$ cat src/hw/rtl/aar_pkg.sv
// Shared constants, types and the arctangent table for the axis-angle
// rotation block. No dependencies.
`timescale 1ns / 1ps

package aar_pkg;

   localparam int FRAC_BITS    = 14;
   localparam int CORDIC_STEPS = 28;
   localparam int SQRT_STEPS   = 32;
   localparam int DIV_STEPS    = 31;
   localparam int UNIT_LAT     = SQRT_STEPS + 1 + DIV_STEPS;
   localparam int ALIGN_DEPTH  = UNIT_LAT - CORDIC_STEPS;
   localparam int MAT_LAT      = 5;
   localparam int TOTAL_LAT    = 2 + UNIT_LAT + MAT_LAT;
   localparam int QUEUE_DEPTH  = 2;
   localparam int ANG_W        = 34;
   localparam int OUT_SH       = 60 - FRAC_BITS;

   typedef logic signed [ANG_W-1:0] ang_type;
   typedef logic signed [15:0]      ent_type;

   localparam ang_type Q30_PI      = 34'sd3373259426;
   localparam ang_type Q30_HALF_PI = 34'sd1686629713;
   localparam ang_type CORDIC_X0   = 34'sd652032874;

   localparam logic signed [63:0] ONE_Q60 = 64'sd1 <<< 60;
   localparam logic signed [63:0] RND_Q30 = 64'sd1 <<< 29;
   localparam logic signed [63:0] RND_OUT = 64'sd1 <<< (OUT_SH - 1);
   localparam logic signed [63:0] ONE_OUT = 64'sd1 <<< FRAC_BITS;

   localparam ang_type ATAN_Q30 [CORDIC_STEPS] = '{
      34'sd843314856, 34'sd497837829, 34'sd263043836, 34'sd133525158,
      34'sd67021686,  34'sd33543515,  34'sd16775850,  34'sd8388437,
      34'sd4194282,   34'sd2097149,   34'sd1048575,   34'sd524287,
      34'sd262143,    34'sd131071,    34'sd65535,     34'sd32767,
      34'sd16383,     34'sd8191,      34'sd4095,      34'sd2047,
      34'sd1023,      34'sd511,       34'sd255,       34'sd127,
      34'sd63,        34'sd31,        34'sd15,        34'sd7
   };

   typedef struct packed {
      logic                zero;
      logic                neg;
      ang_type             z;
      logic signed [15:0]  vx;
      logic signed [15:0]  vy;
      logic signed [15:0]  vz;
      logic [31:0]         sq;
   } aar_item_type;

endpackage

$ cat src/hw/rtl/aar_queue.sv
// Short queue between front end and back end; the back end drains it
// every cycle. Depends on aar_pkg.
`timescale 1ns / 1ps

module aar_queue import aar_pkg::*; (
   input  logic         clock,
   input  logic         reset,
   input  logic         push,
   input  aar_item_type push_item,
   output logic         pop,
   output aar_item_type pop_item,
   output logic         full
);

   localparam int PTR_W = $clog2(QUEUE_DEPTH);
   localparam int CNT_W = $clog2(QUEUE_DEPTH + 1);

   aar_item_type     entry_ff [QUEUE_DEPTH];
   logic [PTR_W-1:0] wr_ptr_ff;
   logic [PTR_W-1:0] rd_ptr_ff;
   logic [CNT_W-1:0] count_ff;
   logic [CNT_W-1:0] count_in;

   assign pop      = (count_ff != '0);
   assign pop_item = entry_ff[rd_ptr_ff];
   assign full     = (count_ff == CNT_W'(QUEUE_DEPTH));
   assign count_in = count_ff + CNT_W'(push) - CNT_W'(pop);

   always_ff @(posedge clock) begin
      if (reset) begin
         wr_ptr_ff <= '0;
         rd_ptr_ff <= '0;
         count_ff  <= '0;
      end else begin
         count_ff <= count_in;
         if (push) begin
            wr_ptr_ff <= (wr_ptr_ff == PTR_W'(QUEUE_DEPTH - 1)) ? '0 : wr_ptr_ff + 1'b1;
         end
         if (pop) begin
            rd_ptr_ff <= (rd_ptr_ff == PTR_W'(QUEUE_DEPTH - 1)) ? '0 : rd_ptr_ff + 1'b1;
         end
      end
      if (push) begin
         entry_ff[wr_ptr_ff] <= push_item;
      end
   end

endmodule

$ cat config.mk
export PLATFORM = sky130hd
export DESIGN_NAME = aar_queue
export DESIGN_NICKNAME = d
export VERILOG_FILES = /design/src/hw/rtl/aar_pkg.sv /design/src/hw/rtl/aar_queue.sv
export SDC_FILE = /design/constraint.sdc
export NUM_CORES = 1
export LEC_CHECK = 0
export ABC_CLOCK_PERIOD_IN_PS = 7600
export BUFFER_PORTS_ARGS = -buffer_cell sky130_fd_sc_hd__buf_2
export CAP_MARGIN = 20
export CORE_MARGIN = 2
export CORE_UTILIZATION = 39
export DETAILED_ROUTE_END_ITERATION = 10
export SLEW_MARGIN = 20
export SYNTH_ARGS = -nofsm -noshare
export SYNTH_HDL_FRONTEND = slang
export SYNTH_SLANG_ARGS = --single-unit
$ cat constraint.sdc
create_clock -name clock -period 7.6 [get_ports clock]
set_input_delay 1.14 -clock clock [delete_from_list [all_inputs] [get_ports clock]]
set_output_delay 1.14 -clock clock [all_outputs]
set_load 0.02 [all_outputs]
==> run_results.csv <==
group,metric,value,unit
logic_synthesis,synth.distinct_cells,17,
timing,hold_viol_final,0,
timing,finalSetupViolCount,0,
layout,seqCellArea,7071,um^2
layout,syn_to_final_growth,26.00,%
global_route,grt_use_met3,4.566,%
logic_synthesis,synth_top_area_share,79.77,%
timing,finalCritPeriodShare,53.72,%
logic_synthesis,ys_seq_area_share,80.92,%
critical_path,path_max_fanout,60,
critical_path,reg2reg_depth,2,
clock_tree,cts_hold_buf,0,
run_status,status,"finished clean",
timing,rsz0062_at_grt,"no",
drt,drt_iter0_markers,198,
clock_tree,cts_setup_buffers,0,
timing,relSlewSlack,35.67,%
timing,final.setup.tns,0,ns
logic_synthesis,synth_top_area_cell,"edfxtp_1",
die,coreArea,21890,um^2
timing,period_needed,4.083,ns
layout,drive_gt1_share,60.52,%
die,dieHeight,153.6,um
critical_path,arrival,2.94,ns
drt,vias,4347,
min_path,hold_depth,2,
layout,multiInputGateArea,1574,um^2
clock_tree,htreeDepth,1,
global_route,grt_pass1_wl,24430,um
drt,firstDrtPassIters,4,
logic_synthesis,netlist_instances,382,
global_route,grtUsageTotal,13.14,%
drt,wirelength,16670,um
clock_tree,clk_pin_slew,0.06,ns
power_and_ir_drop,p_total,0.003039,W
drt,route.detailed.drc,0,
power_and_ir_drop,leakage,4.174,nW
place,numPortBuffers,236,
logic_synthesis,synth_warnings,0,
die,die_w,153.6,um
global_route,grtUsageMet1,15.78,%
global_route,grt_pass1_vias,4545,
global_route,busiest_layer,"met2",
layout,antenna_cells,0,
timing,clock.fmax,244.9,MHz
drt,ant_nets,0,
power_and_ir_drop,power_density,276.1,nW/um^2
drt,via_per_inst,4.669,
clock_tree,cts_buffer_depth,3,
critical_path,required,6.46,ns
die,ios,237,
drt,routedWlPerCell,17.90,um
logic_synthesis,synth_seq_cells,237,
timing,tightest_slew,0.9650,ns
place,dp_hpwl,10900,um
critical_path,critPathLaunchType,"register",
min_path,min_path_type,"register to register",
power_and_ir_drop,max-vdd-ir-drop,0.1792,mV
timing,finalMaxSlewViolations,0,
die,floorplan.initialDensity,39.89,%
logic_synthesis,mappedNetlistArea,8733,um^2
logic_synthesis,synth_area_per_cell,22.86,um^2
logic_synthesis,synth.top_cells.by_area,"edfxtp_1 (80%), mux2_2 (9.8%), mux2_4 (6.9%)",
clock_tree,cts_tree,"built",
layout,final_nets,757,
critical_path,worstSetupPathType,"register to primary output",
clock_tree,cts_sinks,237,
clock_tree,insertion_delay,0.52,ns
global_route,antenna_found_initial,1,
timing,fin_skew,0.01291,ns
clock_tree,cts_resized,0,
logic_synthesis,synth_nets,502,
logic_synthesis,ys.flop_type,"edfxtp_1",
critical_path,crit_path_end_kind,"primary output",
layout,fillCellCount,1845,
global_route,grt_overflow_total,0,
job,drv_cap,0,
logic_synthesis,async_flop_share,0,%
global_route,grtUsageMet2,22.16,%
logic_synthesis,synth_most_common_cell,"edfxtp_1",
place,finalWeightedCongestion,0.7168,
logic_synthesis,synth_edf_count,232,
logic_synthesis,synth_common_cells,"edfxtp_1 (232), mux2_2 (76), mux2_4 (40)",
die,fp-row-count,54,
global_route,grt_start_max_net_pins,66,
die,die_area,23610,um^2
clock_tree,cts_made_buffers,26,
clock_tree,cts-root-buf,"clkbuf_16",
-- report_power, final --
| part | switching, W | leakage [nW] | internal [W] |
|---|---|---|---|
| logic | 0.000180 | 1.57 | 0.000131 |
| clock network | 0.000467 | 0.381 | 0.000709 |
| registers | 0.0000261 | 2.22 | 0.00152 |
| total | 0.000674 | 4.17 | 0.00237 |
-- cells in the final DEF (no fill, tap or decap), drive strengths merged --
cell type	instances
clkinv	5
o21a	1
nor2	1
buf	240
ha	1
and2	1
clkinvlp	2
nor3	3
mux2	116
bufinv	2
clkbuf	33
xnor2	1
a21bo	1
a21oi	1
dfxtp	5
nand3b	1
nor2b	4
or2	1
edfxtp	232
-- path summary, 6_finish.rpt --
kind,start,to,slack (ns)
max,register,pop_item[26],3.52
min,rd_ptr_ff,register,0.57
max reg2reg,wr_ptr_ff,entry_ff[1][85],5.31
min reg2reg,rd_ptr_ff,register,0.57
-- metal layers --
layer | wire length, um | vias to the layer above
li1 | - | 2025
met1 | 6862 | 2111
met2 | 7871 | 175
met3 | 1454 | 34
met4 | 465 | 2
met5 | 13 | -
-- stage by stage --
| step | hold slack [ns] | cell area, um^2 | setup WS (ns) | utilization (%) | std cells |
|---|---|---|---|---|---|
| finish | 0.5668 | 11000 | 3.517 | 50.27 | 931 |
| global route | 0.5934 | 11000 | 3.352 | 50.27 | 931 |
| CTS | 0.5588 | 11000 | 3.457 | 50.27 | 931 |
| detailed placement | 0.5391 | 10210 | 4.029 | 46.62 | 889 |
| global placement | 0.5225 | 10210 | 4.097 | 46.62 | 889 |
| floorplan | 0.4965 | 8733 | 0.8182 | - | 382 |
-- final cells by class --
class / count / share of cell area, %
Sequential cell: 237 / 64.25
Multi-Input combinational cell: 132 / 14.30
Timing Repair Buffer: 240 / 11.01
Clock buffer: 33 / 6.345
Tap cell: 280 / 3.184
Clock inverter: 9 / 0.9096
-- cells by family after synthesis --
kind of cell               Yosys count  synth area share, %
muxes                              116                16.68
DFF                                237                80.92
xor gates and xnor gates             1               0.1003
adders and majority gates            1               0.1432
buffers and inverters               13                1.175
AOI/OAI and AO/OA                    3               0.2579
and+or+nand+nor                     11               0.7306
-- registers in the layout, summed over array words and instances (netlist names), named ones only --
signal,flops
wr_ptr_ff,1
rd_ptr_ff,1
count_ff,2
entry_ff,232
-- worst max-delay path: stages, from the launching register on --
cell,delay (ns)
dfxtp_4,0.90
buf_4,0.86
mux2_2,0.43
buf_2,0.16
Note: power is estimated with default switching activity, not from simulation.
