<file path="config.mk">
export PLATFORM = sky130hd
export DESIGN_NAME = aar_front
export DESIGN_NICKNAME = d
export VERILOG_FILES = /design/src/hw/rtl/aar_pkg.sv /design/src/hw/rtl/aar_front.sv
export SDC_FILE = /design/constraint.sdc
export NUM_CORES = 2
export LEC_CHECK = 0
export ABC_AREA = 1
export BUFFER_PORTS_ARGS = -buffer_cell sky130_fd_sc_hd__buf_2
export CORE_MARGIN = 2
export CORE_UTILIZATION = 35
export CTS_BUF_LIST = sky130_fd_sc_hd__clkbuf_4
export DETAILED_ROUTE_END_ITERATION = 16
export PLACE_DENSITY = 0.54
export SETUP_SLACK_MARGIN = 0.5
export SLEW_MARGIN = 10
export SYNTH_ARGS = -nofsm -noshare
export SYNTH_HDL_FRONTEND = slang
export SYNTH_SLANG_ARGS = --single-unit
</file>
<file path="constraint.sdc">
create_clock -name clock -period 14.5 [get_ports clock]
set_input_delay 2.9 -clock clock [delete_from_list [all_inputs] [get_ports clock]]
set_output_delay 2.9 -clock clock [all_outputs]
set_load 0.05 [all_outputs]
</file>
<file path="src/hw/rtl/aar_pkg.sv">
// Shared constants, types and the arctangent table for the axis-angle
// rotation block. No dependencies.
`timescale 1ns / 1ps

package aar_pkg;

   localparam int FRAC_BITS    = 14;
   localparam int CORDIC_STEPS = 28;
   localparam int SQRT_STEPS   = 32;
   localparam int DIV_STEPS    = 31;
   localparam int UNIT_LAT     = SQRT_STEPS + 1 + DIV_STEPS;
   localparam int ALIGN_DEPTH  = UNIT_LAT - CORDIC_STEPS;
   localparam int MAT_LAT      = 5;
   localparam int TOTAL_LAT    = 2 + UNIT_LAT + MAT_LAT;
   localparam int QUEUE_DEPTH  = 2;
   localparam int ANG_W        = 34;
   localparam int OUT_SH       = 60 - FRAC_BITS;

   typedef logic signed [ANG_W-1:0] ang_type;
   typedef logic signed [15:0]      ent_type;

   localparam ang_type Q30_PI      = 34'sd3373259426;
   localparam ang_type Q30_HALF_PI = 34'sd1686629713;
   localparam ang_type CORDIC_X0   = 34'sd652032874;

   localparam logic signed [63:0] ONE_Q60 = 64'sd1 <<< 60;
   localparam logic signed [63:0] RND_Q30 = 64'sd1 <<< 29;
   localparam logic signed [63:0] RND_OUT = 64'sd1 <<< (OUT_SH - 1);
   localparam logic signed [63:0] ONE_OUT = 64'sd1 <<< FRAC_BITS;

   localparam ang_type ATAN_Q30 [CORDIC_STEPS] = '{
      34'sd843314856, 34'sd497837829, 34'sd263043836, 34'sd133525158,
      34'sd67021686,  34'sd33543515,  34'sd16775850,  34'sd8388437,
      34'sd4194282,   34'sd2097149,   34'sd1048575,   34'sd524287,
      34'sd262143,    34'sd131071,    34'sd65535,     34'sd32767,
      34'sd16383,     34'sd8191,      34'sd4095,      34'sd2047,
      34'sd1023,      34'sd511,       34'sd255,       34'sd127,
      34'sd63,        34'sd31,        34'sd15,        34'sd7
   };

   typedef struct packed {
      logic                zero;
      logic                neg;
      ang_type             z;
      logic signed [15:0]  vx;
      logic signed [15:0]  vy;
      logic signed [15:0]  vz;
      logic [31:0]         sq;
   } aar_item_type;

endpackage

</file>
<file path="src/hw/rtl/aar_front.sv">
// Front end: accepts a request, folds the half angle, squares the axis.
// Depends on aar_pkg.
`timescale 1ns / 1ps

module aar_front import aar_pkg::*; (
   input  logic               clock,
   input  logic               reset,
   input  logic               accept,
   input  logic signed [15:0] req_angle,
   input  logic signed [15:0] req_axis_x,
   input  logic signed [15:0] req_axis_y,
   input  logic signed [15:0] req_axis_z,
   output logic               item_valid,
   output aar_item_type       item
);

   logic               valid_ff;
   aar_item_type       item_ff;
   aar_item_type       item_in;
   ang_type            h;
   logic signed [31:0] px;
   logic signed [31:0] py;
   logic signed [31:0] pz;

   assign px = req_axis_x * req_axis_x;
   assign py = req_axis_y * req_axis_y;
   assign pz = req_axis_z * req_axis_z;

   always_comb begin
      h            = {req_angle[15], req_angle, 17'd0};
      item_in.vx   = req_axis_x;
      item_in.vy   = req_axis_y;
      item_in.vz   = req_axis_z;
      item_in.zero = (req_axis_x == '0) && (req_axis_y == '0) && (req_axis_z == '0);
      item_in.sq   = unsigned'(px) + unsigned'(py) + unsigned'(pz);
      priority if (h > Q30_HALF_PI) begin
         item_in.z   = h - Q30_PI;
         item_in.neg = 1'b1;
      end else if (h < -Q30_HALF_PI) begin
         item_in.z   = h + Q30_PI;
         item_in.neg = 1'b1;
      end else begin
         item_in.z   = h;
         item_in.neg = 1'b0;
      end
   end

   always_ff @(posedge clock) begin
      if (reset) begin
         valid_ff <= 1'b0;
      end else begin
         valid_ff <= accept;
      end
      if (accept) begin
         item_ff <= item_in;
      end
   end

   assign item_valid = valid_ff;
   assign item       = item_ff;

endmodule

</file>
==> flow_metrics.env <==
export IMPL_vias=20400
export IMPL_min_period_ps=10530
export IMPL_synth_xor_area_share_pct=1.90
export IMPL_cts_tree="done"
export IMPL_clk_path_buf_depth=2
export IMPL_yosys_warnings=0
export IMPL_hold_viol=0
export IMPL_rsz0062_at_grt="no"
export IMPL_avgRoutedWirePerCell_um=16.9
export IMPL_critPathRequiredTime_ps=14960
export IMPL_path_class="input pin to register"
export IMPL_routed_wl_um=78200
export IMPL_tightest_slew_ps=935
export IMPL_syn_inst=3370
export IMPL_synth_edff_count=101
export IMPL_grt_pass1_vias=22700
export IMPL_grt_usage_pct=18.4
export IMPL_antenna_found_initial=4
export IMPL_slew_limit_headroom_pct=37.6
export IMPL_dieWidth_um=303
export IMPL_path_clk_slew_ps=210
export IMPL_start_kind="input pin"
export IMPL_max_freq_ghz=0.0950
export IMPL_viasPerCell=4.41
export IMPL_grt_max_degree=63
export IMPL_synthesis_nets=4463
export IMPL_rows=109
export IMPL_layout_nets=4548
export IMPL_whs_ps=2330
export IMPL_antenna_left=0
export IMPL_io_pins=184
export IMPL_hold_buffers=0
export IMPL_grt_pass1_wl_um=126000
export IMPL_critPathCaptureType="register"
export IMPL_gp_congestion=0.927
export IMPL_cts_buffers_inserted=9
export IMPL_setup_viol=0
export IMPL_drt_pass1_iter_count=13
export IMPL_finalSetupTns_ps=0
export IMPL_netlist_area_leader_share_pct=52.4
export IMPL_drc=18
export IMPL_hold_class="input pin to register"
export IMPL_crit_path_end="item[28]"
export IMPL_ys_ff_latch=102
export IMPL_overflow=0
export IMPL_hold_path_depth=2
export IMPL_core_um2=88500
export IMPL_muxShareOfSynthArea_pct=0
export IMPL_status="complete, but fails checks"
export IMPL_die_height_um=303
export IMPL_synth_simple_area_share_pct=8.62
export IMPL_cts_resized=0
export IMPL_cap_violations=0
export IMPL_dp_hpwl_um=66800
export IMPL_drt_iter0_drc=847
export IMPL_syn_to_final_growth_pct=6.74
export IMPL_synth_main_ff_cell="edfxtp_1"
export IMPL_start_util_pct=35.3
export IMPL_drive_above_1_share_pct=6.85
export IMPL_root_buffer="clkbuf_4"
export IMPL_synth_top_area_cell="fa_1"
export IMPL_hp_start="reset"
export IMPL_yosys_area_share_adder_pct=60.7
export IMPL_yosysUniqueCellTypes=47
export IMPL_dieArea_um2=91800
export IMPL_period_share_pct=72.6
export IMPL_cts_setup_buffers=0
export IMPL_n_fill_cell=9027
export IMPL_synth_compound_area_share_pct=2.11
export IMPL_netlist_area_um2=31300
export IMPL_cts_sinks=102
export IMPL_async_reset_ff_share_pct=0
export IMPL_arrival_ps=10990
export IMPL_htree_levels=3
export IMPL_synth_top_family_by_area="adder cells"
export IMPL_yosysSeqAreaShare_pct=9.76
export IMPL_drv_slew=0
export IMPL_cp_startpoint="req_axis_y[15]"
export IMPL_synth_area_leaders="fa_1 (52%), inv_1 (15%), edfxtp_1 (9.7%)"
export IMPL_critPathMaxFanout=23
export IMPL_violations="design-rule violations"
export IMPL_io_buffers=182
export IMPL_syn_avg_cell_area_um2=9.28
## sequential cells by signal (all words and copies together), names as in the netlist
register and flops:
item 101, item_valid 1
## through the flow
stage | instances | worst slack, ps | util, % | area [µm²]
final | 4630 | 3970 | 37.7 | 33400
after global routing | 4629 | 3710 | 37.7 | 33400
after CTS | 4625 | 4140 | 37.7 | 33400
after detailed placement | 4609 | 3310 | 37.5 | 33200
after global placement | 4609 | 3500 | 37.5 | 33200
after floorplan | 3370 | 4390 | - | 31300
## logic make-up (layout without fill, tap and decap cells)
group | count (synthesis) | count (layout)
other | 1 | 6
AO/OA/AOI/OAI | 107 | 107
flip-flops | 102 | 102
buffers and inverters | 1389 | 1479
AND/OR/NAND/NOR | 677 | 677
XOR/XNOR | 68 | 68
adder cells (fa/ha/maj) | 1026 | 1026
## cell usage in the layout (no fill, tap or decap), types with 20 or more instances in the layout
cell      instances
edfxtp_1        101
inv_1          1263
xor2_1           48
nand2_1         536
a21oi_1          39
xnor2_1          20
nand3_1          32
fa_1            819
o21ai_0          24
nor2_1           64
buf_2           181
ha_1            207
## synth_stat cells (all sizes together), types with 2 or more instances
cell type and number:
a21oi 41, o22ai 2, a31oi 2, nand3 32
edfxtp 101, xor2 48, xnor2 20, buf 31
o211ai 3, o21a 2, clkbuf 89, nor3 8
a21o 7, ha 207, o21ai 35, nand4 12
nor4 14, nand2 537, or2 7, a22oi 2
nor2 66, inv 1268, o21bai 8, fa 819
## final cells by class
cell class | instances | area, µm² | share of cell area [%]
multi-input cells | 1879 | 22900 | 68.7
inverters | 1269 | 4770 | 14.3
clock buffers | 9 | 67.6 | 0.202
repair buffers | 194 | 1000 | 3.01
well taps | 1165 | 1460 | 4.37
diodes | 5 | 12.5 | 0.0375
clock inverters | 7 | 85.1 | 0.255
flip-flops and latches | 102 | 3050 | 9.14
## worst min path at each step
stage                  to  slack (ps)
6_report       item_valid        2330
2_1_floorplan  item_valid        2970
3_5_place_dp   item_valid        3060
4_1_cts        item_valid        2240
5_1_grt        item_valid        2280
3_3_place_gp   item_valid        3060
## per-layer routing
metal  track usage (%)  vias to the layer above  routed length [µm]
met2              34.0                      324               42800
met4              4.90                        4                1710
li1                  -                     9460                   -
met1              22.5                    10600               31100
met3              2.23                       89                2500
met5                 0                        -                  27
## critical path, stage by stage
cell and delay [ps]:
buf_2 430, nand2_1 460, inv_1 590, fa_1 510
inv_1 90, fa_1 430, fa_1 500, inv_1 60
fa_1 480, fa_1 620, fa_1 450, fa_1 460
fa_1 500, inv_1 50, fa_1 470, inv_1 40
ha_1 350, a21oi_1 270, o21ai_0 170, a21oi_1 350
nand3_1 240, a21oi_1 310, o21ai_2 90, xor2_1 140
Power is left out: the tool's default activity adds up to more than one toggle a clock period on the data nets, which glitch-free logic cannot reach.
